<file path="src/hdl/tcpm_pkg.sv">
// ----------------------------------------------------------------------------
// Two-circuit pixel merge: shared definitions
// Types, register indexes and fixed constants used by the merge datapath.
// ----------------------------------------------------------------------------
package tcpm_pkg;

  // Configuration port geometry.
  localparam int unsigned CfgIdxW  = 3;
  localparam int unsigned CfgDataW = 24;

  // Register indexes on the configuration port.
  typedef enum logic [CfgIdxW-1:0] {
    CfgCircuitEnable    = 3'd0,
    CfgAlphaFromReg     = 3'd1,
    CfgBackgroundOnly   = 3'd2,
    CfgConstantAlpha    = 3'd3,
    CfgBackgroundColor  = 3'd4,
    CfgCircuit1Format   = 3'd5,
    CfgCircuit2Format   = 3'd6
  } cfg_idx_e;

  // Framebuffer word formats. Code three behaves as 16-bit.
  typedef enum logic [1:0] {
    FmtWord32 = 2'd0,
    FmtWord24 = 2'd1,
    FmtWord16 = 2'd2
  } fmt_e;

  // Nonzero pixel count saturates at the largest frame area or at the counter maximum, whichever is smaller.
  localparam int unsigned      CountW    = 23;
  localparam longint unsigned  MaxSide   = 2048;
  localparam logic [63:0]      MaxSideSq = 64'(MaxSide) * 64'(MaxSide);
  localparam logic [63:0]      CountMax  = {{(64-CountW){1'b0}}, {CountW{1'b1}}};
  localparam logic [CountW-1:0] CountLimit =
    (MaxSideSq > CountMax) ? CountMax[CountW-1:0] : MaxSideSq[CountW-1:0];

  // One classified pixel, handed from the front end to the blend pipeline.
  // An uncovered circuit one is carried as alpha zero, which yields the base.
  typedef struct packed {
    logic [23:0] src_rgb;
    logic [23:0] base_rgb;
    logic [7:0]  alpha;
    logic        last;
  } item_t;

endpackage

</file>
<file path="src/hdl/tcpm_front.sv">
// ----------------------------------------------------------------------------
// Two-circuit pixel merge: front end
// Holds the configuration registers, accepts pixel transactions, converts
// both framebuffer words and resolves base colour and blend alpha.
// ----------------------------------------------------------------------------
module tcpm_front (
  input  logic                           clk_i,
  input  logic                           rst_ni,
  input  logic                           cfg_we_i,
  input  logic [tcpm_pkg::CfgIdxW-1:0]   cfg_idx_i,
  input  logic [tcpm_pkg::CfgDataW-1:0]  cfg_data_i,
  input  logic                           in_valid_i,
  output logic                           in_stall_o,
  input  logic [31:0]                    front_word_i,
  input  logic                           front_present_i,
  input  logic [31:0]                    back_word_i,
  input  logic                           back_present_i,
  input  logic                           frame_last_i,
  output logic                           push_valid_o,
  input  logic                           push_ready_i,
  output tcpm_pkg::item_t                push_data_o
);

  localparam logic [7:0] AlphaCap    = 8'd128;
  localparam logic [7:0] AlphaOpaque = 8'hFF;
  localparam logic [7:0] AlphaHalf   = 8'h80;

  logic [1:0]  enable_q;
  logic        alpha_reg_q;
  logic        bg_only_q;
  logic [7:0]  const_alpha_q;
  logic [23:0] bg_color_q;
  logic [1:0]  c1_fmt_q;
  logic [1:0]  c2_fmt_q;

  logic            valid_q, valid_d;
  tcpm_pkg::item_t item_q, item_d;
  logic            load;

  logic        front_on, back_on;
  logic [31:0] src_word, back_conv;
  logic [7:0]  alpha_raw, alpha_cap;

  function automatic logic [7:0] widen5(logic [4:0] v);
    return {v, v[4:2]};
  endfunction

  function automatic logic [31:0] convert_word(logic [1:0] fmt, logic [31:0] w);
    logic [31:0] res;
    unique case (fmt)
      tcpm_pkg::FmtWord32: res = w;
      tcpm_pkg::FmtWord24: res = {AlphaOpaque, w[23:0]};
      default: begin
        res = {(w[15] ? AlphaOpaque : AlphaHalf),
               widen5(w[14:10]), widen5(w[9:5]), widen5(w[4:0])};
      end
    endcase
    return res;
  endfunction

  always_ff @(posedge clk_i or negedge rst_ni) begin
    if (!rst_ni) begin
      enable_q      <= '0;
      alpha_reg_q   <= 1'b0;
      bg_only_q     <= 1'b0;
      const_alpha_q <= '0;
      bg_color_q    <= '0;
      c1_fmt_q      <= '0;
      c2_fmt_q      <= '0;
    end else if (cfg_we_i) begin
      unique case (cfg_idx_i)
        tcpm_pkg::CfgCircuitEnable:   enable_q      <= cfg_data_i[1:0];
        tcpm_pkg::CfgAlphaFromReg:    alpha_reg_q   <= cfg_data_i[0];
        tcpm_pkg::CfgBackgroundOnly:  bg_only_q     <= cfg_data_i[0];
        tcpm_pkg::CfgConstantAlpha:   const_alpha_q <= cfg_data_i[7:0];
        tcpm_pkg::CfgBackgroundColor: bg_color_q    <= cfg_data_i[23:0];
        tcpm_pkg::CfgCircuit1Format:  c1_fmt_q      <= cfg_data_i[1:0];
        tcpm_pkg::CfgCircuit2Format:  c2_fmt_q      <= cfg_data_i[1:0];
        default: ;
      endcase
    end
  end

  always_comb begin
    front_on  = enable_q[0] & front_present_i;
    back_on   = enable_q[1] & back_present_i;
    src_word  = convert_word(c1_fmt_q, front_word_i);
    back_conv = convert_word(c2_fmt_q, back_word_i);
    alpha_raw = alpha_reg_q ? const_alpha_q : src_word[31:24];
    alpha_cap = (alpha_raw > AlphaCap) ? AlphaCap : alpha_raw;

    item_d.src_rgb  = src_word[23:0];
    item_d.base_rgb = (!bg_only_q && back_on) ? back_conv[23:0] : bg_color_q;
    item_d.alpha    = front_on ? alpha_cap : '0;
    item_d.last     = frame_last_i;
  end

  // The stage refills whenever its content moves on to the queue.
  assign load       = !valid_q || push_ready_i;
  assign in_stall_o = !load;
  assign valid_d    = load ? in_valid_i : valid_q;

  always_ff @(posedge clk_i or negedge rst_ni) begin
    if (!rst_ni) begin
      valid_q <= 1'b0;
    end else begin
      valid_q <= valid_d;
    end
  end

  always_ff @(posedge clk_i) begin
    if (load && in_valid_i) begin
      item_q <= item_d;
    end
  end

  assign push_valid_o = valid_q;
  assign push_data_o  = item_q;

endmodule

</file>
<file path="src/hdl/tcpm_queue.sv">
// ----------------------------------------------------------------------------
// Two-circuit pixel merge: decoupling queue
// Small first-in first-out buffer between the front end and the blend pipeline.
// ----------------------------------------------------------------------------
module tcpm_queue #(
  parameter int unsigned DEPTH = 2
) (
  input  logic            clk_i,
  input  logic            rst_ni,
  input  logic            push_valid_i,
  output logic            push_ready_o,
  input  tcpm_pkg::item_t push_data_i,
  output logic            pop_valid_o,
  input  logic            pop_ready_i,
  output tcpm_pkg::item_t pop_data_o
);

  localparam int unsigned PtrW = (DEPTH > 1) ? $clog2(DEPTH) : 1;
  localparam int unsigned CntW = $clog2(DEPTH + 1);

  tcpm_pkg::item_t       slots_q [DEPTH];
  logic [PtrW-1:0]       wr_ptr_q, wr_ptr_d;
  logic [PtrW-1:0]       rd_ptr_q, rd_ptr_d;
  logic [CntW-1:0]       count_q, count_d;
  logic                  do_push, do_pop;

  function automatic logic [PtrW-1:0] next_ptr(logic [PtrW-1:0] p);
    return (p == PtrW'(DEPTH - 1)) ? '0 : p + PtrW'(1);
  endfunction

  assign push_ready_o = (count_q != CntW'(DEPTH));
  assign pop_valid_o  = (count_q != '0);
  assign do_push      = push_valid_i && push_ready_o;
  assign do_pop       = pop_valid_o && pop_ready_i;
  assign pop_data_o   = slots_q[rd_ptr_q];

  always_comb begin
    wr_ptr_d = do_push ? next_ptr(wr_ptr_q) : wr_ptr_q;
    rd_ptr_d = do_pop  ? next_ptr(rd_ptr_q) : rd_ptr_q;
    count_d  = count_q;
    if (do_push && !do_pop) begin
      count_d = count_q + CntW'(1);
    end else if (do_pop && !do_push) begin
      count_d = count_q - CntW'(1);
    end
  end

  always_ff @(posedge clk_i or negedge rst_ni) begin
    if (!rst_ni) begin
      wr_ptr_q <= '0;
      rd_ptr_q <= '0;
      count_q  <= '0;
    end else begin
      wr_ptr_q <= wr_ptr_d;
      rd_ptr_q <= rd_ptr_d;
      count_q  <= count_d;
    end
  end

  always_ff @(posedge clk_i) begin
    if (do_push) begin
      slots_q[wr_ptr_q] <= push_data_i;
    end
  end

endmodule

</file>
<file path="src/hdl/tcpm_back.sv">
// ----------------------------------------------------------------------------
// Two-circuit pixel merge: blend pipeline
// Blends circuit one over the base colour, then counts nonzero pixels and
// presents the result in an output register.
// ----------------------------------------------------------------------------
module tcpm_back (
  input  logic                          clk_i,
  input  logic                          rst_ni,
  input  logic                          pop_valid_i,
  output logic                          pop_ready_o,
  input  tcpm_pkg::item_t               pop_data_i,
  output logic                          out_valid_o,
  input  logic                          out_stall_i,
  output logic [23:0]                   color_rgb_o,
  output logic                          pixel_nonzero_o,
  output logic [tcpm_pkg::CountW-1:0]   nonzero_total_o,
  output logic                          frame_done_o
);

  localparam logic [7:0]  AlphaFull = 8'd128;
  localparam logic [15:0] RoundBias = 16'd64;

  // Blend stage.
  logic        mix_valid_q;
  logic [23:0] mix_rgb_q, mix_rgb_d;
  logic        mix_last_q;
  logic        mix_load;
  logic [7:0]  inv_alpha;
  logic [15:0] acc;

  // Output stage.
  logic                        out_valid_q;
  logic [23:0]                 out_rgb_q;
  logic                        out_nz_q;
  logic [tcpm_pkg::CountW-1:0] out_total_q;
  logic                        out_last_q;
  logic                        out_load;

  logic [tcpm_pkg::CountW-1:0] count_q, count_d;
  logic [tcpm_pkg::CountW-1:0] total;
  logic                        nz;

  always_comb begin
    inv_alpha = AlphaFull - pop_data_i.alpha;
    mix_rgb_d = '0;
    acc       = '0;
    for (int ch = 0; ch < 3; ch++) begin
      acc = 16'(pop_data_i.src_rgb[8*ch +: 8]) * 16'(pop_data_i.alpha)
          + 16'(pop_data_i.base_rgb[8*ch +: 8]) * 16'(inv_alpha)
          + RoundBias;
      // The weights sum to 128, so the shifted value never exceeds 255.
      mix_rgb_d[8*ch +: 8] = acc[14:7];
    end
  end

  assign out_load    = !out_valid_q || !out_stall_i;
  assign mix_load    = !mix_valid_q || out_load;
  assign pop_ready_o = mix_load;

  always_ff @(posedge clk_i or negedge rst_ni) begin
    if (!rst_ni) begin
      mix_valid_q <= 1'b0;
    end else if (mix_load) begin
      mix_valid_q <= pop_valid_i;
    end
  end

  always_ff @(posedge clk_i) begin
    if (mix_load && pop_valid_i) begin
      mix_rgb_q  <= mix_rgb_d;
      mix_last_q <= pop_data_i.last;
    end
  end

  always_comb begin
    nz      = (mix_rgb_q != '0);
    total   = (nz && count_q < tcpm_pkg::CountLimit) ?
              count_q + tcpm_pkg::CountW'(1) : count_q;
    count_d = count_q;
    if (out_load && mix_valid_q) begin
      count_d = mix_last_q ? '0 : total;
    end
  end

  always_ff @(posedge clk_i or negedge rst_ni) begin
    if (!rst_ni) begin
      out_valid_q <= 1'b0;
      count_q     <= '0;
    end else begin
      count_q <= count_d;
      if (out_load) begin
        out_valid_q <= mix_valid_q;
      end
    end
  end

  always_ff @(posedge clk_i) begin
    if (out_load && mix_valid_q) begin
      out_rgb_q   <= mix_rgb_q;
      out_nz_q    <= nz;
      out_total_q <= total;
      out_last_q  <= mix_last_q;
    end
  end

  assign out_valid_o     = out_valid_q;
  assign color_rgb_o     = out_rgb_q;
  assign pixel_nonzero_o = out_nz_q;
  assign nonzero_total_o = out_total_q;
  assign frame_done_o    = out_last_q;

endmodule

</file>
<file path="src/hdl/two_circuit_pixel_merge.sv">
// ----------------------------------------------------------------------------
// Two-circuit pixel merge
// Merges two display circuits per pixel position over a background colour
// and keeps a per-frame count of nonzero output pixels.
// ----------------------------------------------------------------------------
//  Channel  Direction  Handshake                 Payload
//  in       input      in_valid_i / in_stall_o   front_word, front_present,
//                                                back_word, back_present,
//                                                frame_last
//  out      output     out_valid_o / out_stall_i color_rgb, pixel_nonzero,
//                                                nonzero_total, frame_done
//  cfg      input      cfg_we_i                  cfg_idx_i, cfg_data_i
//
// One pixel transaction is accepted per cycle while in_stall_o is low; a result
// passes through the front register, queue, blend register and output register.
// Reset clears configuration, the counter and all valid flags; no clearing pass.
// Either side may stall independently; the queue of QUEUE_DEPTH entries
// absorbs the difference, and input stalls only once it and the front
// register are full.
// ----------------------------------------------------------------------------
module two_circuit_pixel_merge #(
  parameter int unsigned QUEUE_DEPTH = 2
) (
  input  logic                          clk_i,
  input  logic                          rst_ni,
  input  logic                          cfg_we_i,
  input  logic [tcpm_pkg::CfgIdxW-1:0]  cfg_idx_i,
  input  logic [tcpm_pkg::CfgDataW-1:0] cfg_data_i,
  input  logic                          in_valid_i,
  output logic                          in_stall_o,
  input  logic [31:0]                   front_word_i,
  input  logic                          front_present_i,
  input  logic [31:0]                   back_word_i,
  input  logic                          back_present_i,
  input  logic                          frame_last_i,
  output logic                          out_valid_o,
  input  logic                          out_stall_i,
  output logic [23:0]                   color_rgb_o,
  output logic                          pixel_nonzero_o,
  output logic [tcpm_pkg::CountW-1:0]  nonzero_total_o,
  output logic                          frame_done_o
);

  logic            push_valid, push_ready;
  tcpm_pkg::item_t push_data;
  logic            pop_valid, pop_ready;
  tcpm_pkg::item_t pop_data;

  tcpm_front u_front (
    .clk_i           (clk_i),
    .rst_ni          (rst_ni),
    .cfg_we_i        (cfg_we_i),
    .cfg_idx_i       (cfg_idx_i),
    .cfg_data_i      (cfg_data_i),
    .in_valid_i      (in_valid_i),
    .in_stall_o      (in_stall_o),
    .front_word_i    (front_word_i),
    .front_present_i (front_present_i),
    .back_word_i     (back_word_i),
    .back_present_i  (back_present_i),
    .frame_last_i    (frame_last_i),
    .push_valid_o    (push_valid),
    .push_ready_i    (push_ready),
    .push_data_o     (push_data)
  );

  tcpm_queue #(
    .DEPTH (QUEUE_DEPTH)
  ) u_queue (
    .clk_i        (clk_i),
    .rst_ni       (rst_ni),
    .push_valid_i (push_valid),
    .push_ready_o (push_ready),
    .push_data_i  (push_data),
    .pop_valid_o  (pop_valid),
    .pop_ready_i  (pop_ready),
    .pop_data_o   (pop_data)
  );

  tcpm_back u_back (
    .clk_i           (clk_i),
    .rst_ni          (rst_ni),
    .pop_valid_i     (pop_valid),
    .pop_ready_o     (pop_ready),
    .pop_data_i      (pop_data),
    .out_valid_o     (out_valid_o),
    .out_stall_i     (out_stall_i),
    .color_rgb_o     (color_rgb_o),
    .pixel_nonzero_o (pixel_nonzero_o),
    .nonzero_total_o (nonzero_total_o),
    .frame_done_o    (frame_done_o)
  );

endmodule
</file>
<file path="config.mk">
export PLATFORM = sky130hd
export DESIGN_NAME = two_circuit_pixel_merge
export DESIGN_NICKNAME = d
export VERILOG_FILES = /design/src/hdl/tcpm_pkg.sv /design/src/hdl/tcpm_front.sv /design/src/hdl/tcpm_queue.sv /design/src/hdl/tcpm_back.sv /design/src/hdl/two_circuit_pixel_merge.sv
export SDC_FILE = /design/constraint.sdc
export NUM_CORES = 1
export LEC_CHECK = 0
export BUFFER_PORTS_ARGS = -buffer_cell sky130_fd_sc_hd__buf_2
export CORE_MARGIN = 10
export CORE_UTILIZATION = 58
export CTS_BUF_LIST = sky130_fd_sc_hd__clkbuf_4
export CTS_CLUSTER_DIAMETER = 100
export DETAILED_ROUTE_END_ITERATION = 16
export GPL_TIMING_DRIVEN = 0
export PLACE_DENSITY = 0.83
export SETUP_SLACK_MARGIN = 0.02
export SLEW_MARGIN = 30
export SYNTH_ARGS = -nofsm -noshare
export SYNTH_HDL_FRONTEND = slang
export SYNTH_HIERARCHICAL = 1
export SYNTH_SLANG_ARGS = --single-unit
</file>
<file path="constraint.sdc">
create_clock -name clk_i -period 7 [get_ports clk_i]
set_clock_uncertainty 0.05 [all_clocks]
set_input_delay 1.4 -clock clk_i [delete_from_list [all_inputs] [get_ports clk_i]]
set_output_delay 1.4 -clock clk_i [all_outputs]
set_load 0.02 [all_outputs]
</file>
==> Word level (Yosys, flattened, before mapping) <==
Memory sizes are Yosys's and may differ from the RTL's.
Index checks and enable logic that the tools add are counted.
{ "word_totals": {"ramBits": 114, "inputBits": 99, "output_inout_bits": 51, "n_memories": 1, "ff_bits": 201} }
{ "classes": {"n_mul": 6, "order_cmp": 2, "n_reduce_logical": 33, "muxes": 14, "add_sub_neg": 12, "eq_ne": 9, "bitwise": 3} }
{ "memory_table": {"columns": ["name", "words", "width", "read_ports", "rd_clocked_by_memory_dff", "wr", "line", "rtl"], "rows": [
  ["u_queue.slots_q", 2, 57, 1, 0, 1, "tcpm_queue.sv:21", "tcpm_pkg::item_t slots_q [DEPTH];"]
]} }
{ "ops": {"columns": ["op", "count"], "rows": [
  ["$mul A8 B8 Y15", 6],
  ["$pmux W32 S2", 1],
  ["$pmux W24 S2", 1],
  ["$mux W23", 2],
  ["$add A15 B15 Y15", 3],
  ["$add A15 B7 Y15 const B", 3],
  ["$mux W24", 1],
  ["$reduce_bool A24 Y1", 1],
  ["$add A23 B1 Y23 const B", 1],
  ["$lt A23 B23 Y1 const B", 1],
  ["$mux W8", 2],
  ["$reduce_and A2 Y1", 7],
  ["$eq A3 B3 Y1 const B", 3],
  ["$gt A8 B8 Y1 const B", 1],
  ["$logic_and A1 B1 Y1", 8],
  ["$logic_not A1 Y1", 8],
  ["$sub A8 B8 Y8 const A", 1],
  ["$mux W7", 1],
  ["$eq A3 B2 Y1 const B", 2],
  ["$eq A2 B1 Y1 const B", 2],
  ["$logic_not A2 Y1", 2],
  ["$mux W1", 4],
  ["$mux W2", 2],
  ["$reduce_bool A2 Y1", 2],
  ["10 further kinds", 14]
]} }

==> Longest topological paths before layout <==
{ "depth": {"word_depth": 7, "mapped_depth": 28, "mapped_depth_nobuf": 24} }

==> Hierarchy <==
The synthesis kept the hierarchy.
{ "by_module_without_submodules": {"columns": ["mod", "cells_each", "seq_area_each_um2", "n_inst", "area_per_inst_um2"], "rows": [
  ["tcpm_back", 1697, 2847.7, 1, 16417.0],
  ["tcpm_queue", 195, 3523.4, 1, 4383.0],
  ["tcpm_front", 328, 2712.6, 1, 4276.6]
]} }

==> Least setup slack after synthesis <==
OpenSTA, ideal clock, no wires.
{ "synth_timing": {"path_type": "register -> register", "startpoint": "register u_queue.rd_ptr_q", "endpoint": "register u_back.mix_rgb_q[7] (data pin)", "path_stages_with_launch": 27, "setup_ps": 263, "path_slack_ps": -118, "t_arrival_ps": 6805, "path_cell_list": "dfrtp_1 > buf_2 > mux2_2 > clkbuf_1 > clkbuf_1 > inv_1 > ha_1 > nand2_1 > nor3_1 > xnor2_1 > clkbuf_1 > nand2_1 > fa_1 > fa_1 > inv_1 > fa_1 > fa_1 > fa_1 > inv_1 > fa_1 > inv_1 > ha_1 > nand2_1 > o311ai_0 > and2_1 > a311oi_1 > xnor2_1"} }
{ "synth_lines": {"columns": ["element", "line", "rtl"], "rows": [
  ["start, declared", "tcpm_queue.sv:23", "logic [PtrW-1:0] rd_ptr_q, rd_ptr_d;"],
  ["start signal, assigned", "tcpm_queue.sv:55", "rd_ptr_q <= rd_ptr_d;"],
  ["end signal, assigned", "tcpm_back.sv:70", "mix_rgb_q <= mix_rgb_d;"],
  ["end, declared", "tcpm_back.sv:25", "logic [23:0] mix_rgb_q, mix_rgb_d;"]
]} }

==> metrics.cfg <==
[timing]
setup_viol = 0
timing.final.hold_violations = 0
maxSlewViolCount = 0
fmax_ghz = 0.144
rsz0062_at_grt = true
relSlewSlack_pct = 44.7
worst_pin_slew_ns = 0.830
finalCritPeriodShare_pct = 99.2
min_period_ns = 6.95
fin_hold_ws_ns = 0.331

[detailed_routing]
drt_iter0_markers = 1302
wire_per_inst_um = 19.6
drc = 0
dr.pass1.iters = 6
routed_wl_um = 61400
dr_total_vias = 17092
vias_per_cell = 5.47
detail-route-antenna-nets = 0

[setup_path]
required_ns = 7.54
cp_max_fo = 7
cp_num_buf_inv = 9
cp.arrival_ns = 7.48
r2r-start = u_queue/rd_ptr_q
reg2reg_depth = 28
critPathCaptureType = register
slowest_delay_ns = 0.57
cp_slowest_cell = fa_1
crit_family = adder cells
rrSetupSlack_ns = 0.05
cp-start-kind = register
critPathKind = register to register
r2r-end = u_back/mix_rgb_q[23]

[placed_design]
dp_hpwl_um = 47300
gp_congestion = 0.965
place_area_sq_mm = 0.0267
port_buffers = 139

[synth]
synth_most_common_cell = inv_1
synth_nets = 2778
ys_top_cells_by_count = 431 x inv_1, 279 x fa_1, 245 x edfxtp_1
yosys_warnings = 6
syn-cell-area_sq_mm = 0.0251
avgSynthCellArea_sq_um = 11.3
ys_types = 64
synthArstFlopShare_pct = 22.0
synth_ff_type = edfxtp_1
ys_seq_area_share_pct = 36.2
synth_top_area_cell = edfxtp_1
netlist_instances = 2220
synth-edff-count = 245
ys_ff_latch = 314
synth_top_area_share_pct = 29.3
synth_area_leaders = edfxtp_1 29%, fa_1 22%, ha_1 9.0%, dfrtp_1 6.9%, inv_1 6.5%

[worst_hold_path]
whs_endpoint = u_queue/slots_q[1][48]
hold_path.class = register to register
hp-start = u_front/push_data_o[48]
worstHoldPathCells = 0

[die]
rows = 76
dieWidth_um = 228
die_area_sq_mm = 0.0520
initial_core_util_pct = 58.5
io_pins = 150
core-area_sq_mm = 0.0429
die_h_um = 228

[clock_network]
numCtsBuffers = 82
cts_hold_buf = 0
tritoncts = yes
clock_latency_ns = 0.80
clockRootBuffer = clkbuf_4
ctsHtreeMaxLevel = 3
cts.clk_slew.worst_paths_ns = 0.06
cts_buffer_depth = 3
cts_sinks = 314

[global_route]
grt_pass1_wl_um = 97400
antenna_found_initial = 1
grt_overflow_total = 0
grt_max_degree = 52
grt_pass1_vias = 18556
track_usage_pct = 23.7

[run]
maxCapViolCount = 0

[final_layout]
fin_util_pct = 66.7
drive_gt1_share_pct = 19.7
regArea_sq_mm = 0.00908
nNetsFinal = 3032
n_fill_cell = 3142
multi_input_area_sq_mm = 0.0144
area_delta_synth_final_pct = 14.1
finish.instance_area_sq_mm = 0.0286

[run_status]
status = finished clean

## cell families after synthesis
kind of cell	synth area share, %
buffers and inverters	7.99
multiplexers	5.88
adder cells (fa/ha/maj)	31.3
XOR/XNOR	2.72
flip-flops	36.2
AND/OR/NAND/NOR	11.7
AO/OA/AOI/OAI	4.23
## final cells by class
class | instances | share of cell area (%)
timing repair buffer | 174 | 3.75
tap | 585 | 2.56
buffer | 83 | 1.84
clock inverter | 33 | 1.08
multi-input combinational | 1388 | 50.3
inverter | 431 | 5.68
sequential | 314 | 31.8
antenna | 3 | 0.0262
clock buffer | 114 | 2.99
## how the worst max path moves through the flow
| stage | startpoint | slack [ns] | cells after the start | endpoint |
|---|---|---|---|---|
| after floorplan | u_queue/rd_ptr_q | 0.09 | 27 | u_back/mix_rgb_q[7] |
| after global placement | u_queue/rd_ptr_q | -1.90 | 25 | u_back/mix_rgb_q[23] |
| after detailed placement | u_queue/rd_ptr_q | -1.99 | 26 | u_back/mix_rgb_q[23] |
| after CTS | u_queue/rd_ptr_q | -0.02 | 25 | u_back/mix_rgb_q[15] |
| after global routing | u_queue/rd_ptr_q | -0.1 | 27 | u_back/mix_rgb_q[15] |
| final | u_queue/rd_ptr_q | 0.05 | 28 | u_back/mix_rgb_q[23] |
## state kept, by name, indices dropped and copies added (netlist names), 2 cells and up
register,cells
u_back/mix_rgb_q,24
u_back/count_q,23
u_front/enable_q,2
u_queue/count_q,2
u_queue/slots_q,114
u_front/c1_fmt_q,2
u_front/bg_color_q,24
u_back/nonzero_total_o,23
u_front/const_alpha_q,8
u_back/color_rgb_o,24
u_front/push_data_o,57
## metrics by stage
| step | setup slack [ns] | std cells | setup TNS, ns |
|---|---|---|---|
| 3_3_place_gp | -1.90 | 2944 | -37.72 |
| 3_5_place_dp | -1.99 | 2950 | -39.68 |
| 4_1_cts | -0.0174 | 3113 | -0.0427 |
| 5_1_grt | -0.0975 | 3123 | -0.523 |
| 6_report | 0.0533 | 3125 | 0 |
| 2_1_floorplan | 0.0856 | 2220 | 0 |
## cells in the final DEF (no fill, tap or decap), drive strengths merged, types with 3 or more instances in the layout
cell type,count
o21ai,69
o211ai,3
xor2,15
edfxtp,245
o311ai,3
dfrtp,69
nand2b,11
clkbuf,165
mux2i,24
ha,180
nand2,230
nor2b,4
mux2,103
a21o,10
nor3,15
buf,206
fa,279
nand4,11
xnor2,63
bufinv,6
nor4,7
a21oi,15
nand4b,3
nand3,19
inv,433
clkinv,25
nor2,13
and3,9
and2,226
a31oi,12
a41oi,3
nand3b,3
diode,3
o31ai,26
## per-layer routing
layer | share of wire (%) | track usage [%] | vias up | routed length, um
met3 | 8.9 | 6.09 | 141 | 5490
met1 | 37 | 28.0 | 8478 | 23000
met4 | 3.9 | 10.7 | 0 | 2390
met5 | 0 | 0 | - | 0
met2 | 50 | 40.2 | 784 | 30500
li1 | - | - | 7689 | -
## repair_timing
item	CTS	global route
setup endpoints to repair	24	21
buffers inserted	19	10
cloned	0	0
gates resized for setup	85	52
pin swaps	20	30
Power is not shown: default switching activity piles up to over one toggle a cycle in this logic, so the estimate is an artifact.
